**src/rtl/hkbi_pkg.sv**
```systemverilog
`timescale 1ns / 1ps
// ----------------------------------------------------------------------------
// hkbi_pkg - shared types and constants for the hash key bucket index block
// Job format between front end and back end, mode codes, mixer constants.
// ----------------------------------------------------------------------------
package hkbi_pkg;

    localparam int KEY_W   = 32;
    localparam int HASH_W  = 32;
    localparam int LEN_W   = 31;
    localparam int MODE_W  = 2;
    localparam int CFG_A_W = 1;

    localparam logic [MODE_W-1:0] MODE_STRING = 2'd0;
    localparam logic [MODE_W-1:0] MODE_FOLD   = 2'd1;
    localparam logic [MODE_W-1:0] MODE_INT    = 2'd2;

    localparam logic [CFG_A_W-1:0] CFG_IDX_MODE = 1'd0;
    localparam logic [CFG_A_W-1:0] CFG_IDX_LEN  = 1'd1;

    localparam logic [LEN_W-1:0]  TABLE_LEN_RESET = 31'd53;
    localparam logic [HASH_W-1:0] INT_MIX_MUL     = 32'h045d_9f3b;

    // lower-case fold, per byte lane
    localparam logic [7:0] FOLD_MASK = 8'h7f;
    localparam logic [7:0] FOLD_ADD1 = 8'h25;
    localparam logic [7:0] FOLD_ADD2 = 8'h1a;
    localparam logic [7:0] FOLD_BIT  = 8'h20;

    typedef struct packed {
        logic              is_int;
        logic [HASH_W-1:0] raw;
    } t_job;

    function automatic logic [7:0] fold_lower(input logic [7:0] x);
        logic [7:0] t;
        t = (FOLD_MASK & x) + FOLD_ADD1;
        t = (FOLD_MASK & t) + FOLD_ADD2;
        t = ((t & ~x) >> 2) & FOLD_BIT;
        return x + t;
    endfunction

    function automatic logic [HASH_W-1:0] xorshift16(input logic [HASH_W-1:0] x);
        return (x >> 16) ^ x;
    endfunction

endpackage

```
**src/rtl/hkbi_front.sv**
```systemverilog
`timescale 1ns / 1ps
// ----------------------------------------------------------------------------
// hkbi_front - key intake
// Takes one item per cycle unless stalled, runs the sdbm string accumulator
// and hands finished string hashes or raw integer keys to the job queue.
// ----------------------------------------------------------------------------
module hkbi_front (
    input  logic                      i_clk,
    input  logic                      i_rst_n,
    input  logic [hkbi_pkg::MODE_W-1:0] i_hash_mode,
    input  logic                      i_accept,
    input  logic [hkbi_pkg::KEY_W-1:0] i_key_data,
    input  logic                      i_key_last,
    output logic                      o_push,
    output hkbi_pkg::t_job            o_job
);
    import hkbi_pkg::*;

    logic [HASH_W-1:0] r_acc, n_acc;
    logic              r_term, n_term;
    logic [7:0]        w_c;
    logic [HASH_W-1:0] w_sdbm;
    logic              w_int;

    assign w_int  = (i_hash_mode == MODE_INT);
    assign w_c    = (i_hash_mode == MODE_FOLD) ? fold_lower(i_key_data[7:0])
                                               : i_key_data[7:0];
    assign w_sdbm = {24'd0, w_c} + (r_acc << 6) + (r_acc << 16) - r_acc;

    always_comb begin
        n_acc  = r_acc;
        n_term = r_term;
        if (i_accept && !w_int && !r_term) begin
            if (w_c == 8'd0) begin
                n_term = 1'b1;
            end else begin
                n_acc = w_sdbm;
            end
        end
    end

    assign o_push       = i_accept && (w_int || i_key_last);
    assign o_job.is_int = w_int;
    assign o_job.raw    = w_int ? i_key_data : n_acc;

    always_ff @(posedge i_clk) begin
        if (!i_rst_n) begin
            r_acc  <= '0;
            r_term <= 1'b0;
        end else if (i_accept && !w_int && i_key_last) begin
            r_acc  <= '0;
            r_term <= 1'b0;
        end else begin
            r_acc  <= n_acc;
            r_term <= n_term;
        end
    end

endmodule

```
**src/rtl/hkbi_queue.sv**
```systemverilog
`timescale 1ns / 1ps
// ----------------------------------------------------------------------------
// hkbi_queue - job queue
// Small FIFO between the intake and the mixing / modulo engine.
// ----------------------------------------------------------------------------
module hkbi_queue #(
    parameter int DEPTH = 4
) (
    input  logic           i_clk,
    input  logic           i_rst_n,
    input  logic           i_push,
    input  hkbi_pkg::t_job i_job,
    output logic           o_full,
    output logic           o_valid,
    output hkbi_pkg::t_job o_job,
    input  logic           i_pop
);
    import hkbi_pkg::*;

    localparam int PTR_W = $clog2(DEPTH);
    localparam int CNT_W = $clog2(DEPTH + 1);

    t_job             r_mem [DEPTH];
    logic [PTR_W-1:0] r_wr_ptr, r_rd_ptr;
    logic [CNT_W-1:0] r_count;
    logic             w_do_push, w_do_pop;

    assign o_full    = (r_count == CNT_W'(DEPTH));
    assign o_valid   = (r_count != '0);
    assign o_job     = r_mem[r_rd_ptr];
    assign w_do_push = i_push && !o_full;
    assign w_do_pop  = i_pop && o_valid;

    always_ff @(posedge i_clk) begin
        if (w_do_push) begin
            r_mem[r_wr_ptr] <= i_job;
        end
    end

    always_ff @(posedge i_clk) begin
        if (!i_rst_n) begin
            r_wr_ptr <= '0;
            r_rd_ptr <= '0;
            r_count  <= '0;
        end else begin
            if (w_do_push) begin
                r_wr_ptr <= (r_wr_ptr == PTR_W'(DEPTH - 1)) ? '0 : r_wr_ptr + 1'b1;
            end
            if (w_do_pop) begin
                r_rd_ptr <= (r_rd_ptr == PTR_W'(DEPTH - 1)) ? '0 : r_rd_ptr + 1'b1;
            end
            if (w_do_push && !w_do_pop) begin
                r_count <= r_count + 1'b1;
            end else if (!w_do_push && w_do_pop) begin
                r_count <= r_count - 1'b1;
            end
        end
    end

endmodule

```
**src/rtl/hkbi_back.sv**
```systemverilog
`timescale 1ns / 1ps
// ----------------------------------------------------------------------------
// hkbi_back - mixing and modulo engine
// Integer mix (two registered multiplies), supplemental mixer in two steps,
// then a one-bit-per-cycle restoring remainder against the table length.
// ----------------------------------------------------------------------------
module hkbi_back (
    input  logic                        i_clk,
    input  logic                        i_rst_n,
    input  logic [hkbi_pkg::LEN_W-1:0]  i_table_length,
    input  logic                        i_job_valid,
    input  hkbi_pkg::t_job              i_job,
    output logic                        o_job_pop,
    output logic                        o_valid,
    input  logic                        i_ready,
    output logic [hkbi_pkg::HASH_W-1:0] o_hash_value,
    output logic [hkbi_pkg::LEN_W-1:0]  o_bucket_index
);
    import hkbi_pkg::*;

    localparam logic [2:0] ST_IDLE  = 3'd0;
    localparam logic [2:0] ST_MIX1  = 3'd1;
    localparam logic [2:0] ST_MIX2  = 3'd2;
    localparam logic [2:0] ST_SUPP1 = 3'd3;
    localparam logic [2:0] ST_SUPP2 = 3'd4;
    localparam logic [2:0] ST_DIV   = 3'd5;
    localparam logic [2:0] ST_HOLD  = 3'd6;

    logic [2:0]        r_state;
    logic              r_is_int;
    logic [HASH_W-1:0] r_x;
    logic [HASH_W-1:0] r_hash;
    logic [LEN_W-1:0]  r_rem;
    logic [4:0]        r_cnt;
    logic              r_out_valid;
    logic [HASH_W-1:0] r_out_hash;
    logic [LEN_W-1:0]  r_out_idx;

    logic [HASH_W-1:0] w_mul;
    logic [HASH_W-1:0] w_s_in, w_s1a, w_s1b, w_s2a, w_s2b;
    logic [HASH_W-1:0] w_rem_sh;
    logic              w_ge;
    logic              w_load_out;

    assign w_mul = xorshift16(r_x) * INT_MIX_MUL;

    // int keys still owe the final xorshift of the integer mix
    assign w_s_in = r_is_int ? xorshift16(r_x) : r_x;
    assign w_s1a  = w_s_in + ~(w_s_in << 9);
    assign w_s1b  = w_s1a ^ ((w_s1a >> 14) | (w_s1a << 18));
    assign w_s2a  = r_x + (r_x << 4);
    assign w_s2b  = w_s2a ^ ((w_s2a >> 10) | (w_s2a << 22));

    assign w_rem_sh = {r_rem, r_x[HASH_W-1]};
    assign w_ge     = (w_rem_sh >= {1'b0, i_table_length});

    assign o_job_pop  = (r_state == ST_IDLE) && i_job_valid;
    assign w_load_out = (r_state == ST_HOLD) && (!r_out_valid || i_ready);

    always_ff @(posedge i_clk) begin
        if (!i_rst_n) begin
            r_state <= ST_IDLE;
            r_cnt   <= '0;
        end else begin
            case (r_state)
                ST_IDLE: begin
                    if (i_job_valid) begin
                        r_state <= i_job.is_int ? ST_MIX1 : ST_SUPP1;
                    end
                end
                ST_MIX1:  r_state <= ST_MIX2;
                ST_MIX2:  r_state <= ST_SUPP1;
                ST_SUPP1: r_state <= ST_SUPP2;
                ST_SUPP2: begin
                    r_state <= ST_DIV;
                    r_cnt   <= '0;
                end
                ST_DIV: begin
                    r_cnt <= r_cnt + 1'b1;
                    if (r_cnt == 5'd31) begin
                        r_state <= ST_HOLD;
                    end
                end
                ST_HOLD: begin
                    if (w_load_out) begin
                        r_state <= ST_IDLE;
                    end
                end
                default: r_state <= ST_IDLE;
            endcase
        end
    end

    always_ff @(posedge i_clk) begin
        case (r_state)
            ST_IDLE: begin
                r_x      <= i_job.raw;
                r_is_int <= i_job.is_int;
            end
            ST_MIX1, ST_MIX2: r_x <= w_mul;
            ST_SUPP1: r_x <= w_s1b;
            ST_SUPP2: begin
                r_x    <= w_s2b;
                r_hash <= w_s2b;
                r_rem  <= '0;
            end
            ST_DIV: begin
                r_x   <= r_x << 1;
                r_rem <= w_ge ? LEN_W'(w_rem_sh - {1'b0, i_table_length})
                              : w_rem_sh[LEN_W-1:0];
            end
            default: ;
        endcase
    end

    always_ff @(posedge i_clk) begin
        if (!i_rst_n) begin
            r_out_valid <= 1'b0;
        end else if (w_load_out) begin
            r_out_valid <= 1'b1;
        end else if (i_ready) begin
            r_out_valid <= 1'b0;
        end
    end

    always_ff @(posedge i_clk) begin
        if (w_load_out) begin
            r_out_hash <= r_hash;
            r_out_idx  <= (i_table_length == '0) ? '0 : r_rem;
        end
    end

    assign o_valid        = r_out_valid;
    assign o_hash_value   = r_out_hash;
    assign o_bucket_index = r_out_idx;

endmodule

```
**src/rtl/hash_key_bucket_index_top.sv**
```systemverilog
`timescale 1ns / 1ps
// ----------------------------------------------------------------------------
// hash_key_bucket_index_top - hash-table key bucket index
// Hashes string or integer keys and reduces the hash to a bucket index.
// ----------------------------------------------------------------------------
// Usage:
//   Slave stream: one item per key byte (low 8 bits of tdata, tlast on the
//   final byte) in string modes, or one whole 32-bit key per item in integer
//   mode. A zero byte ends the key content; an empty key is a zero byte with
//   tlast. Master stream: one result item per finished key.
//   Configuration (hash_mode, table_length) is written through the plain write
//   port by the user only while the block is idle; the block does not check it.
//   Throughput: the intake takes one item per cycle as long as the job queue
//   has room. Each finished key then occupies the engine, which takes no new
//   key until it is done: two multiply steps (integer keys only), two mixer
//   steps, and a 32-step one-bit-per-cycle remainder, plus hand-off to the
//   output register.
//   Receiver stall: the result waits in the output register while the queue
//   keeps absorbing keys; the intake stalls only when the queue is full.
//   Reset: synchronous, active low; clears the accumulator, queue and output
//   valid, and restores hash_mode 0 and table_length 53.
// ----------------------------------------------------------------------------
module hash_key_bucket_index_top #(
    parameter int QUEUE_DEPTH = 4
) (
    input  logic        i_clk,
    input  logic        i_rst_n,
    input  logic        i_cfg_we,
    input  logic [0:0]  i_cfg_addr,
    input  logic [30:0] i_cfg_data,
    input  logic        i_s_axis_tvalid,
    output logic        o_s_axis_tready,
    input  logic [31:0] i_s_axis_tdata,   // [31:0] key_data
    input  logic        i_s_axis_tlast,
    output logic        o_m_axis_tvalid,
    input  logic        i_m_axis_tready,
    output logic [63:0] o_m_axis_tdata    // [31:0] hash_value, [62:32] bucket_index
);
    import hkbi_pkg::*;

    logic [MODE_W-1:0] r_hash_mode;
    logic [LEN_W-1:0]  r_table_length;
    logic              w_accept, w_push, w_full, w_qvalid, w_pop;
    t_job              w_push_job, w_q_job;
    logic [HASH_W-1:0] w_hash;
    logic [LEN_W-1:0]  w_idx;

    always_ff @(posedge i_clk) begin
        if (!i_rst_n) begin
            r_hash_mode    <= MODE_STRING;
            r_table_length <= TABLE_LEN_RESET;
        end else if (i_cfg_we) begin
            case (i_cfg_addr)
                CFG_IDX_MODE: r_hash_mode    <= i_cfg_data[MODE_W-1:0];
                CFG_IDX_LEN:  r_table_length <= i_cfg_data;
                default: ;
            endcase
        end
    end

    assign o_s_axis_tready = !w_full;
    assign w_accept        = i_s_axis_tvalid && !w_full;

    hkbi_front u_front (
        .i_clk       (i_clk),
        .i_rst_n     (i_rst_n),
        .i_hash_mode (r_hash_mode),
        .i_accept    (w_accept),
        .i_key_data  (i_s_axis_tdata),
        .i_key_last  (i_s_axis_tlast),
        .o_push      (w_push),
        .o_job       (w_push_job)
    );

    hkbi_queue #(
        .DEPTH (QUEUE_DEPTH)
    ) u_queue (
        .i_clk   (i_clk),
        .i_rst_n (i_rst_n),
        .i_push  (w_push),
        .i_job   (w_push_job),
        .o_full  (w_full),
        .o_valid (w_qvalid),
        .o_job   (w_q_job),
        .i_pop   (w_pop)
    );

    hkbi_back u_back (
        .i_clk          (i_clk),
        .i_rst_n        (i_rst_n),
        .i_table_length (r_table_length),
        .i_job_valid    (w_qvalid),
        .i_job          (w_q_job),
        .o_job_pop      (w_pop),
        .o_valid        (o_m_axis_tvalid),
        .i_ready        (i_m_axis_tready),
        .o_hash_value   (w_hash),
        .o_bucket_index (w_idx)
    );

    assign o_m_axis_tdata = {1'b0, w_idx, w_hash};

endmodule
```
**config.mk**
```make
export PLATFORM = sky130hd
export DESIGN_NAME = hash_key_bucket_index_top
export DESIGN_NICKNAME = d
export VERILOG_FILES = /design/src/rtl/hkbi_pkg.sv /design/src/rtl/hkbi_front.sv /design/src/rtl/hkbi_queue.sv /design/src/rtl/hkbi_back.sv /design/src/rtl/hash_key_bucket_index_top.sv
export SDC_FILE = /design/constraint.sdc
export NUM_CORES = 1
export LEC_CHECK = 0
export BUFFER_PORTS_ARGS = -buffer_cell sky130_fd_sc_hd__buf_4
export CORE_MARGIN = 10
export CORE_UTILIZATION = 65
export DETAILED_ROUTE_END_ITERATION = 10
export HOLD_SLACK_MARGIN = 0.05
export PLACE_DENSITY_LB_ADDON = 0.15
export SYNTH_ARGS = -nofsm -noshare
export SYNTH_HDL_FRONTEND = slang
export SYNTH_HIERARCHICAL = 1
export SYNTH_SLANG_ARGS = --single-unit
```
**constraint.sdc**
```tcl
create_clock -name i_clk -period 20.5 [get_ports i_clk]
set_input_delay 1.025 -clock i_clk [delete_from_list [all_inputs] [get_ports i_clk]]
set_output_delay 1.025 -clock i_clk [all_outputs]
set_load 0.01 [all_outputs]
```
==> flow_metrics.py <==
metrics = {
    "status": {
        "status": "finished, final reports clean",
    },
    "critical_path": {
        "cp_max_fo": 10,
        "critPathKind": "flop to flop",
        "worstPathArrival_ns": 8.67,
        "slowest_stage": "xnor2_1",
        "crit_path_end_kind": "flop",
        "slowest_delay_ns": 0.71,
        "reg2reg_slack_ns": 12.12,
        "startpoint_type": "flop",
        "worst_ep_required_time_ns": 20.79,
        "ff2ff_path_depth": 25,
        "r2r_start": "u_back/r_x[1]",
        "timing.rr.end": "u_back/r_x[29]",
    },
    "placement": {
        "portBuffers": 134,
        "gp_congestion": 1.04,
        "dp_hpwl_microns": 81100,
    },
    "synth": {
        "synth_top_family_by_area": "adder cells",
        "synth_async_sr_flop_share": 0,
        "synth-simple-area-share": 0.111,
        "synthAdderAreaFrac": 0.245,
        "syn_nets": 4035,
        "synth-compound-area-share": 0.147,
        "synth_area_per_cell_sq_um": 9.92,
        "synth_edf_count": 291,
        "syn-cell-area_sq_um": 34100,
        "yosysWarnings": 6,
        "synthMuxAreaShare": 0.0334,
        "syn_inst": 3440,
        "synth_flop_cell": "edfxtp_1",
        "synth_seq_area_share": 0.305,
        "synth_xor_xnor_area_share": 0.0748,
        "ys_ff_latch": 375,
        "synth_cell_type_count": 120,
    },
    "global_routing": {
        "grt_pass1_wl_microns": 159000,
        "grt_use_total": 0.324,
        "overflow": 0,
        "first_global_vias": 27200,
        "grt_max_degree": 84,
        "antenna_found_initial": 2,
    },
    "timing": {
        "fin_crit_sh": 0.409,
        "worstMarginPinSlew_ns": 1.30,
        "fmax_mhz": 119,
        "fin_skew_ns": 0.0354,
        "slew_headroom": 0.133,
        "fin_crit_ns": 8.38,
        "fin_setup_tns_ns": 0,
        "hold_viol_final": 0,
        "rsz0062_at_grt": "false",
        "drv_slew": 0,
        "setup_violations": 0,
    },
    "hold_path": {
        "worstHoldStart": "u_back/r_hash[7]",
        "hold_class": "flop to flop",
        "holdPathStages": 0,
        "min_to": "u_back/o_hash_value[7]",
    },
    "route": {
        "drt-initial-drc-count": 2987,
        "ant_nets": 0,
        "wl_per_cell_microns": 24.4,
        "vias_per_cell": 6.37,
        "drc": 0,
        "dr.pass1.iters": 6,
        "num_vias": 27100,
        "wirelength_microns": 104000,
    },
    "finish": {
        "syn2layout_area_growth_pct": 8.49,
        "drive_gt1_frac": 0.109,
        "nFillCells": 3802,
        "final_util": 0.717,
        "nets": 4130,
    },
    "floorplan": {
        "io_pins": 136,
        "coreArea_sq_um": 51600,
        "floorplan.die_area_sq_um": 62100,
        "rows": 83,
        "die_h_microns": 249,
        "die_x_microns": 249,
        "start_util": 0.661,
    },
    "clock_tree": {
        "root_buffer": "clkbuf_16",
        "clock_latency_ns": 0.58,
        "numCtsBuffers": 41,
        "clkSinkCount": 375,
        "postCtsHoldBufs": 0,
        "path_clk_slew_ns": 0.07,
        "cts_resized": 0,
        "cts_buffer_depth": 3,
        "cts_tree": "done",
        "post_cts_buffers": 0,
        "htree_levels": 2,
    },
    "flow_run": {
        "drv_cap": 0,
    },
}
-- kinds of logic (layout without fill, tap and decap cells) --
kind of cell,Yosys count,count (layout)
simple gates,782,782
other cells,1,2
mux,68,68
xor+xnor,254,254
compound gates,721,721
flops,375,375
fa+ha+maj,535,535
buf+inv,704,831
-- layout make-up --
type | instances | area, sq um | area share
multi-input combinational | 2361 | 20900 | 0.564
sequential | 375 | 10400 | 0.281
inverter | 579 | 2170 | 0.0587
timing repair buffer | 177 | 1330 | 0.0359
clock buffer | 55 | 1150 | 0.0311
tap | 680 | 851 | 0.0230
clock inverter | 20 | 209 | 0.00564
antenna | 1 | 2.50 | 0.0000676
-- state kept, by name, indices dropped and copies added, names as in the netlist, 5 cells and up, named ones only --
name / flops
u_back/o_bucket_index: 31
u_front/r_acc: 32
u_back/r_x: 32
r_table_length: 31
u_back/r_rem: 31
u_back/r_cnt: 5
u_queue/r_mem: 132
u_back/o_hash_value: 32
u_back/r_hash: 32
-- layout by cell type (no fill, tap or decap), drive strengths merged, types with 36 or more instances in the layout --
cell type and n:
nand4 46, buf 177, nor2b 49, nor2 204
nor3 47, xor2 104, ha 301, clkbuf 55
inv 579, xnor2 132, o21a 37, a21o 82
dfxtp 84, nand2 211, nand3 70, fa 224
a21oi 207, a211oi 36, o21ai 129, edfxtp 291
-- synthesized netlist by cell type, types with 9 or more instances --
cell type  instances  share of area
buf_2             29         0.0043
o211ai_2           9         0.0033
nand2b_1          21         0.0038
and2_1            25         0.0046
or3_1             23         0.0042
a22oi_1           11         0.0024
mux4_2            32          0.021
o21bai_1          17         0.0037
a211o_1            9         0.0023
dfxtp_1           84          0.049
or2_2             12         0.0022
o21ai_0           94          0.014
buf_4             12         0.0026
nand4_1           46         0.0084
nand2_1          211          0.023
xnor3_1           11         0.0073
and3_1            29         0.0053
a21oi_1          201          0.029
fa_1             224           0.13
o21ai_2           27         0.0069
nor4_1            14         0.0026
xnor2_1          129          0.033
edfxtp_1         291           0.26
a31oi_1           18         0.0033
nor2_1           203          0.022
nor3_1            46         0.0067
ha_1             301           0.11
a21boi_0          10         0.0022
mux2i_1           26         0.0076
a211oi_1          31         0.0068
maj3_1             9         0.0026
clkbuf_1          68         0.0075
o22ai_1           17         0.0031
nor2b_1           49         0.0090
o21a_1            36         0.0079
xor2_1           102          0.026
o211ai_1          20         0.0044
a21o_1            79          0.017
nand3_1           69          0.010
o31ai_1           18         0.0040
inv_1            570          0.063
-- worst max-delay path: cells and delay by family, from the launching register on --
family / cells / cell delay [ns]
compound gates: 7 / 1.95
flops: 1 / 0.64
fa+ha+maj: 9 / 3.63
xor+xnor: 2 / 0.82
simple gates: 2 / 0.59
buf+inv: 5 / 0.47
-- how the worst max path moves through the flow --
stage,endpoint,cells after the start,slack (ns),startpoint
after floorplan,u_back/r_x[27],26,13.30,u_back/r_x[17]
after global placement,u_back/r_x[25],24,12.56,u_back/r_x[1]
after detailed placement,u_back/r_x[29],25,12.27,u_back/r_x[1]
after CTS,u_back/r_x[29],25,12.25,u_back/r_x[1]
after global routing,u_back/r_x[29],25,11.76,u_back/r_x[1]
final,u_back/r_x[29],25,12.12,u_back/r_x[1]
-- stage by stage --
stage                     std cells  setup slack (ns)  cell area, sq um  hold WS, ns
after floorplan                3440             13.30             34100        0.400
after global placement         4172             12.56             35700        0.402
after detailed placement       4172             12.27             35700        0.405
after CTS                      4247             12.25             37000        0.418
after global routing           4247             11.76             37000        0.426
final                          4248             12.12             37000        0.418
-- metal layers --
metal,track usage,share of wire,up-vias
met4,0.146,0.053,2
met2,0.526,0.46,1484
li1,-,-,12100
met5,0,0.00016,-
met3,0.0584,0.091,339
met1,0.416,0.39,13200
Power is left out: the tool's default activity adds up to more than one toggle a clock period on the data nets, which glitch-free logic cannot reach.
